**src/rtl/ngse_pkg.sv**
```systemverilog
// Shared types, constants and the control program of the nearest greater/smaller element engine.
package ngse_pkg;

  localparam int unsigned MAX_ELEMENTS_DEF = 64;
  localparam int unsigned VALUE_W          = 32;
  localparam int unsigned ANSWER_W         = VALUE_W + 1;
  localparam int unsigned CFG_INDEX_W      = 1;
  localparam int unsigned CFG_DATA_W       = 1;
  localparam int unsigned STEP_W           = 4;

  // Configuration register indexes.
  localparam logic [CFG_INDEX_W-1:0] REG_SEARCH_DIRECTION = 1'd0;
  localparam logic [CFG_INDEX_W-1:0] REG_COMPARE_KIND     = 1'd1;

  // Jump conditions of the control program.
  typedef enum logic [2:0] {
    COND_NEVER    = 3'd0,
    COND_ALWAYS   = 3'd1,
    COND_NO_FINAL = 3'd2,
    COND_POP      = 3'd3,
    COND_MORE     = 3'd4,
    COND_OUT_BUSY = 3'd5,
    COND_MORE_OUT = 3'd6
  } cond_e;

  // Program step addresses. The refill step after a pop sits out of line, so
  // that a compare without a pop falls through to the loop test.
  localparam logic [STEP_W-1:0] PC_LOAD    = 4'd0;
  localparam logic [STEP_W-1:0] PC_INIT    = 4'd1;
  localparam logic [STEP_W-1:0] PC_FETCH   = 4'd2;
  localparam logic [STEP_W-1:0] PC_LATCH   = 4'd3;
  localparam logic [STEP_W-1:0] PC_CMP     = 4'd4;
  localparam logic [STEP_W-1:0] PC_NEXT    = 4'd5;
  localparam logic [STEP_W-1:0] PC_EMIT_RD = 4'd6;
  localparam logic [STEP_W-1:0] PC_EMIT_LD = 4'd7;
  localparam logic [STEP_W-1:0] PC_DONE    = 4'd8;
  localparam logic [STEP_W-1:0] PC_REFILL  = 4'd9;

  // One control word: datapath strobes, a jump condition and its target.
  typedef struct packed {
    logic              load;
    logic              init;
    logic              fetch;
    logic              latch;
    logic              cmp;
    logic              refill;
    logic              emit_rd;
    logic              emit_ld;
    logic              done;
    cond_e             cond;
    logic [STEP_W-1:0] target;
  } ctl_t;

  // Datapath status seen by the jump logic.
  typedef struct packed {
    logic final_acc;
    logic pop;
    logic more;
    logic out_busy;
    logic more_out;
  } status_t;

  localparam ctl_t CTL_IDLE = '{
    load: 1'b0, init: 1'b0, fetch: 1'b0, latch: 1'b0, cmp: 1'b0, refill: 1'b0,
    emit_rd: 1'b0, emit_ld: 1'b0, done: 1'b0, cond: COND_ALWAYS, target: PC_LOAD
  };

  // The control program: without a taken jump the step counter moves on by one.
  function automatic ctl_t ucode(input logic [STEP_W-1:0] pc);
    ctl_t w;
    w = CTL_IDLE;
    case (pc)
      PC_LOAD: begin
        w.load = 1'b1; w.cond = COND_NO_FINAL; w.target = PC_LOAD;
      end
      PC_INIT: begin
        w.init = 1'b1; w.cond = COND_NEVER;
      end
      PC_FETCH: begin
        w.fetch = 1'b1; w.cond = COND_NEVER;
      end
      PC_LATCH: begin
        w.latch = 1'b1; w.cond = COND_NEVER;
      end
      PC_CMP: begin
        w.cmp = 1'b1; w.cond = COND_POP; w.target = PC_REFILL;
      end
      PC_REFILL: begin
        w.refill = 1'b1; w.cond = COND_ALWAYS; w.target = PC_CMP;
      end
      PC_NEXT: begin
        w.cond = COND_MORE; w.target = PC_FETCH;
      end
      PC_EMIT_RD: begin
        w.emit_rd = 1'b1; w.cond = COND_OUT_BUSY; w.target = PC_EMIT_RD;
      end
      PC_EMIT_LD: begin
        w.emit_ld = 1'b1; w.cond = COND_MORE_OUT; w.target = PC_EMIT_RD;
      end
      PC_DONE: begin
        w.done = 1'b1; w.cond = COND_ALWAYS; w.target = PC_LOAD;
      end
      default: begin
        w = CTL_IDLE;
      end
    endcase
    return w;
  endfunction

endpackage

```
**src/rtl/ngse_seq.sv**
```systemverilog
// Step counter, control program lookup and conditional jump logic.
module ngse_seq (
  input  logic             clk_i,
  input  logic             rst_ni,
  input  ngse_pkg::status_t status_i,
  output ngse_pkg::ctl_t   ctl_o
);

  logic [ngse_pkg::STEP_W-1:0] pc_q, pc_d;
  ngse_pkg::ctl_t              ctl;
  logic                        take;

  assign ctl = ngse_pkg::ucode(pc_q);

  always_comb begin
    case (ctl.cond)
      ngse_pkg::COND_NEVER:    take = 1'b0;
      ngse_pkg::COND_ALWAYS:   take = 1'b1;
      ngse_pkg::COND_NO_FINAL: take = !status_i.final_acc;
      ngse_pkg::COND_POP:      take = status_i.pop;
      ngse_pkg::COND_MORE:     take = status_i.more;
      ngse_pkg::COND_OUT_BUSY: take = status_i.out_busy;
      ngse_pkg::COND_MORE_OUT: take = status_i.more_out;
      default:                 take = 1'b1;
    endcase
    pc_d = take ? ctl.target : pc_q + 1'b1;
  end

  always_ff @(posedge clk_i or negedge rst_ni) begin
    if (!rst_ni) begin
      pc_q <= ngse_pkg::PC_LOAD;
    end else begin
      pc_q <= pc_d;
    end
  end

  assign ctl_o = ctl;

endmodule

```
**config.mk**
```make
export PLATFORM = sky130hd
export DESIGN_NAME = ngse_seq
export DESIGN_NICKNAME = d
export VERILOG_FILES = /design/src/rtl/ngse_pkg.sv /design/src/rtl/ngse_seq.sv
export SDC_FILE = /design/constraint.sdc
export NUM_CORES = 1
export LEC_CHECK = 0
export BUFFER_PORTS_ARGS = -buffer_cell sky130_fd_sc_hd__buf_4
export CAP_MARGIN = 5
export CORE_AREA = 2 2 39 41
export CTS_BUF_LIST = sky130_fd_sc_hd__clkbuf_8
export CTS_CLUSTER_DIAMETER = 60
export DETAILED_ROUTE_END_ITERATION = 8
export DIE_AREA = 0 0 41 43
export PLACE_DENSITY_LB_ADDON = 0.2
export SLEW_MARGIN = 10
export SYNTH_ARGS = -nofsm -noshare
export SYNTH_HDL_FRONTEND = slang
export SYNTH_SLANG_ARGS = --single-unit
```
**constraint.sdc**
```tcl
create_clock -name clk_i -period 4 [get_ports clk_i]
set_clock_uncertainty 0.05 [all_clocks]
set_input_delay 0.4 -clock clk_i [delete_from_list [all_inputs] [get_ports clk_i]]
set_output_delay 0.4 -clock clk_i [all_outputs]
set_load 0.05 [all_outputs]
```
# == Word-level counts from Yosys, hierarchy flattened ==
# Index checks and enable logic that the tools add are counted.
# word_totals
mem_bits_rw,0
ff_bits,4
word_cells,34
out_inout_bits,16
mem_count,0
mem_bits_ro,0
input_bits,7
latchBits,0
# classes
n_lt_le_gt_ge,0
multipliers,0
n_eq_ne,14
n_shift,0
n_mux,13
n_addsub,1
bitwise,0
div_mod_pow,0
n_reduce_logical,5
# op_table
cell,count
one-hot mux 3 bit (6 select lines),1
"equality test 4 x 3 -> 1 bit, second input constant",4
one-hot mux 4 bit (4 select lines),1
"equality test 3 bit, second input constant",3
two-way mux 1 bit,9
"equality test 4 x 2 -> 1 bit, second input constant",2
"equality test 4 bit, second input constant",2
"equality test 3 x 2 -> 1 bit, second input constant",2
one-hot mux 1 bit (6 select lines),1
"adder 4 x 1 -> 4 bit, second input constant",1
"equality test 4 x 1 -> 1 bit, second input constant",1
logical NOT 4 bit,1
two-way mux 4 bit,1
logical NOT 3 bit,1
OR reduction 3 bit,1
OR reduction 2 bit,1
logical NOT 1 bit,1

# == Depth between registers and ports, before layout ==
# depth
ltp_word,6
ltp_mapped,8
mapped_depth_nobuf,8

# == Least setup slack after synthesis ==
# OpenSTA, ideal clock, no wires.
# synth_path
path_type,register to output
start,reg pc_q[1] (netlist bit)
end,out ctl_o[2] (netlist bit)
t_required_ns,3.550
n_path_buf,0
path_stages_with_launch,5
arrival_ns,2.380
slack_ns,1.170
cell_sequence,dfrtp_1 -> inv_1 -> ha_1 -> nor3b_1 -> nand2b_1
# synth_lines
element,line_no,text
start: declaration,ngse_seq.sv:9,"logic [ngse_pkg::STEP_W-1:0] pc_q, pc_d;"
start signal: assignment,ngse_seq.sv:31,pc_q <= ngse_pkg::PC_LOAD;
start signal: assignment,ngse_seq.sv:33,pc_q <= pc_d;
end: declaration,ngse_seq.sv:6,output ngse_pkg::ctl_t ctl_o

==> impl_metrics.tcl <==
set metrics [dict create \
    area_growth_pct 38.6 \
    fmax_mhz 462 \
    cts_root_buffer "clkbuf_8" \
    final-setup-viol-count 0 \
    largestRegisters "pc_q x4" \
    syn_inst 56 \
    die_h_um 43 \
    endpoint "ctl_o[6]" \
    cts.path.max_buffers 2 \
    pin_count 23 \
    crit_path_start_kind "flip-flop" \
    muxShareOfSynthArea_pct 2.93 \
    antenna_cells 0 \
    cts_sinks 4 \
    drtAntennaViolNets 0 \
    period_share_pct 54.1 \
    design_area_um2 709 \
    grt_max_degree 10 \
    n_fill_cell 142 \
    r2r-end "pc_q[2]" \
    final_layout_size_suffix_gt1_share_pct 45.6 \
    grt_pass1_wl_um 1900 \
    largest-register "pc_q" \
    core_area_um2 1380 \
    track_usage_pct 16.1 \
    die-area_um2 1760 \
    largest_reg_flops 4 \
    cts_made_buffers 3 \
    maxCapViolations 0 \
    cp-end-kind "output port" \
    drc 0 \
    critPathMaxFanout 7 \
    firstDrtPassIters 4 \
    synth_seq_cells 4 \
    synth-xor-area-share_pct 1.71 \
    rsz0062_at_grt "no" \
    r2r-start "pc_q[0]" \
    drt_wl_total_um 1170 \
    grt_pass1_vias 418 \
    vias 469 \
    r2r_setup_slack_ps 1840 \
    tns_ps 0 \
    crit_required_ps 3550 \
    globalRouteMet3Util_pct 7.85 \
    slew_violations 0 \
    yosys_warnings 0 \
    gp_congestion 0.767 \
    synthAdderAreaFrac_pct 9.78 \
    syn_area_um2 512 \
    placementRows 14 \
    slew_headroom_pct 73.6 \
    tritoncts "yes" \
    syn_nets 67 \
    hold_viol_final 0 \
    avgRoutedWirePerCell_um 12.4 \
    avgSynthCellArea_um2 9.14 \
    period_needed_ps 2170 \
    arrival_ps 1720 \
    layout.nets 92 \
    drtIter0Drc 4 \
    synth_top_family_by_area "simple AND/OR/NAND/NOR gates" \
    critical_path_class "flip-flop to output port" \
    status "finished, final reports clean" \
    die_x_um 41 \
    portBuffers 22 \
    netlist-cell-type-count 34 \
    clock_latency_ps 210 \
    start_util_pct 37.0 \
    reg2regPathDepth 7 \
    crit_path_max_incr_delay_ps 420 \
    gr-usage-met1_pct 22.7 \
    vias_per_cell 4.94 \
    yosys.area_share.simple_pct 31.1 \
    ys_seq_area_share_pct 19.6 \
    clkTransAtPathRegs_ps 30 \
    overflow 0 \
    cts_resized 0 \
    antenna_found_initial 0 \
    grt_use_met2_pct 22.5 \
    startpoint "pc_q[0]" \
    htree_levels 1 \
    post_dp_cell_area_um2 658 \
    critPathSlowestCell "dfrtp_1" \
    tightest_slew_ps 396 \
    hold_path_class "input port to asynchronous set/reset pin" \
    critical_path.cell_chain "ha_1 > or3_4 > nand2_4 > inv_4 > buf_4" \
    top_usage_layer "met1" \
    synth_compound_area_share_pct 22.5 \
]
cell usage after synthesis:
| cell type | instances | area, um^2 |
|---|---|---|
| dfrtp_1 | 4 | 100 |
| buf_4 | 1 | 7.51 |
| or3_4 | 1 | 11.3 |
| a21oi_1 | 1 | 5.00 |
| o22ai_4 | 1 | 20.0 |
| nor4b_1 | 1 | 8.76 |
| nor2_1 | 2 | 7.51 |
| a211o_1 | 1 | 8.76 |
| buf_6 | 1 | 11.3 |
| o21ai_0 | 2 | 10.0 |
| o21ai_1 | 2 | 10.0 |
| a41oi_1 | 1 | 8.76 |
| and2_1 | 6 | 37.5 |
| nand2_4 | 1 | 11.3 |
| o21a_1 | 1 | 7.51 |
| o21bai_1 | 1 | 7.51 |
| inv_4 | 1 | 6.26 |
| inv_1 | 5 | 18.8 |
| o2111ai_1 | 1 | 8.76 |
| buf_12 | 1 | 20.0 |
| nand3_1 | 2 | 10.0 |
| mux2_4 | 1 | 15.0 |
| a22oi_1 | 1 | 7.51 |
| o31ai_2 | 1 | 12.5 |
| xor2_1 | 1 | 8.76 |
| nor2b_4 | 1 | 13.8 |
| ha_1 | 4 | 50.1 |
| a21oi_2 | 1 | 8.76 |
| and2_2 | 2 | 15.0 |
| nand4_1 | 1 | 6.26 |
| and2_4 | 1 | 8.76 |
| nand2b_1 | 1 | 6.26 |
| nand2_1 | 2 | 7.51 |
| nor3b_1 | 2 | 15.0 |
logic make-up (layout without fill, tap and decap cells):
kind of cell             after synthesis  after routing
AND/OR/NAND/NOR                       23             23
AO/OA/AOI/OAI                         14             14
buffers and inverters                  9             32
adder cells (fa/ha/maj)                4              4
flip-flops                             4              4
XOR/XNOR                               1              1
multiplexers                           1              1
final cells by class:
type | instances | area (um^2) | area share (%)
flip-flops and latches | 4 | 100 | 14.1
inverters | 6 | 25.0 | 3.53
multi-input cells | 43 | 348 | 49.0
clock buffers | 3 | 41.3 | 5.82
well taps | 16 | 20.0 | 2.82
repair buffers | 23 | 175 | 24.7
critical path, delay by kind of cell (launching register included):
kind                       cells  cell delay, ps
DFF                            1             420
adders and majority gates      1             320
buffers and inverters          2             230
and+or+nand+nor                2             530
what timing repair did:
item                                   4_1_cts  5_1_grt
buffers inserted                             0        0
hold buffers                                 1        0
endpoints found under the hold margin        4        0
worst min-delay path by stage:
stage	slack, ps	cells past startpoint	endpoint
after floorplan	50	0	pc_q[0]
after global placement	150	1	pc_q[3]
after detailed placement	150	1	pc_q[3]
after CTS	470	2	pc_q[3]
after global routing	480	2	pc_q[0]
final	470	2	pc_q[0]
through the flow:
step / hold slack (ps) / std cells / util, % / worst slack [ps]
3_5_place_dp: 149 / 91 / 47.6 / 1870
3_3_place_gp: 148 / 91 / 47.6 / 1890
5_1_grt: 483 / 95 / 51.3 / 1650
2_1_floorplan: 54.4 / 56 / - / 1170
4_1_cts: 466 / 95 / 51.3 / 1830
6_report: 471 / 95 / 51.3 / 1830
placed cells by master (no fill, tap or decap):
cell and n:
o21ai_1 2, nand2b_1 1, or3_4 1, xor2_1 1
a41oi_1 1, and2_2 2, clkbuf_8 3, ha_1 4
nand3_1 2, o22ai_4 1, a21oi_2 1, and2_1 6
and2_4 1, a211o_1 1, o2111ai_1 1, nor3b_1 2
buf_4 22, o21a_1 1, nand4_1 1, a21oi_1 1
nor2b_4 1, inv_4 1, o21bai_1 1, o21ai_0 2
nand2_4 1, o31ai_2 1, nor2_1 2, dfrtp_1 4
mux2_4 1, dlygate4sd3_1 1, nor4b_1 1, nand2_1 2
a22oi_1 1, inv_1 5
routing by layer:
| layer | share of wire (%) | vias up |
|---|---|---|
| met3 | 6.4 | 0 |
| met4 | 0 | 0 |
| li1 | - | 239 |
| met1 | 49 | 213 |
| met2 | 44 | 17 |
| met5 | 0 | - |
Power is not shown: default switching activity piles up to over one toggle a cycle in this logic, so the estimate is an artifact.
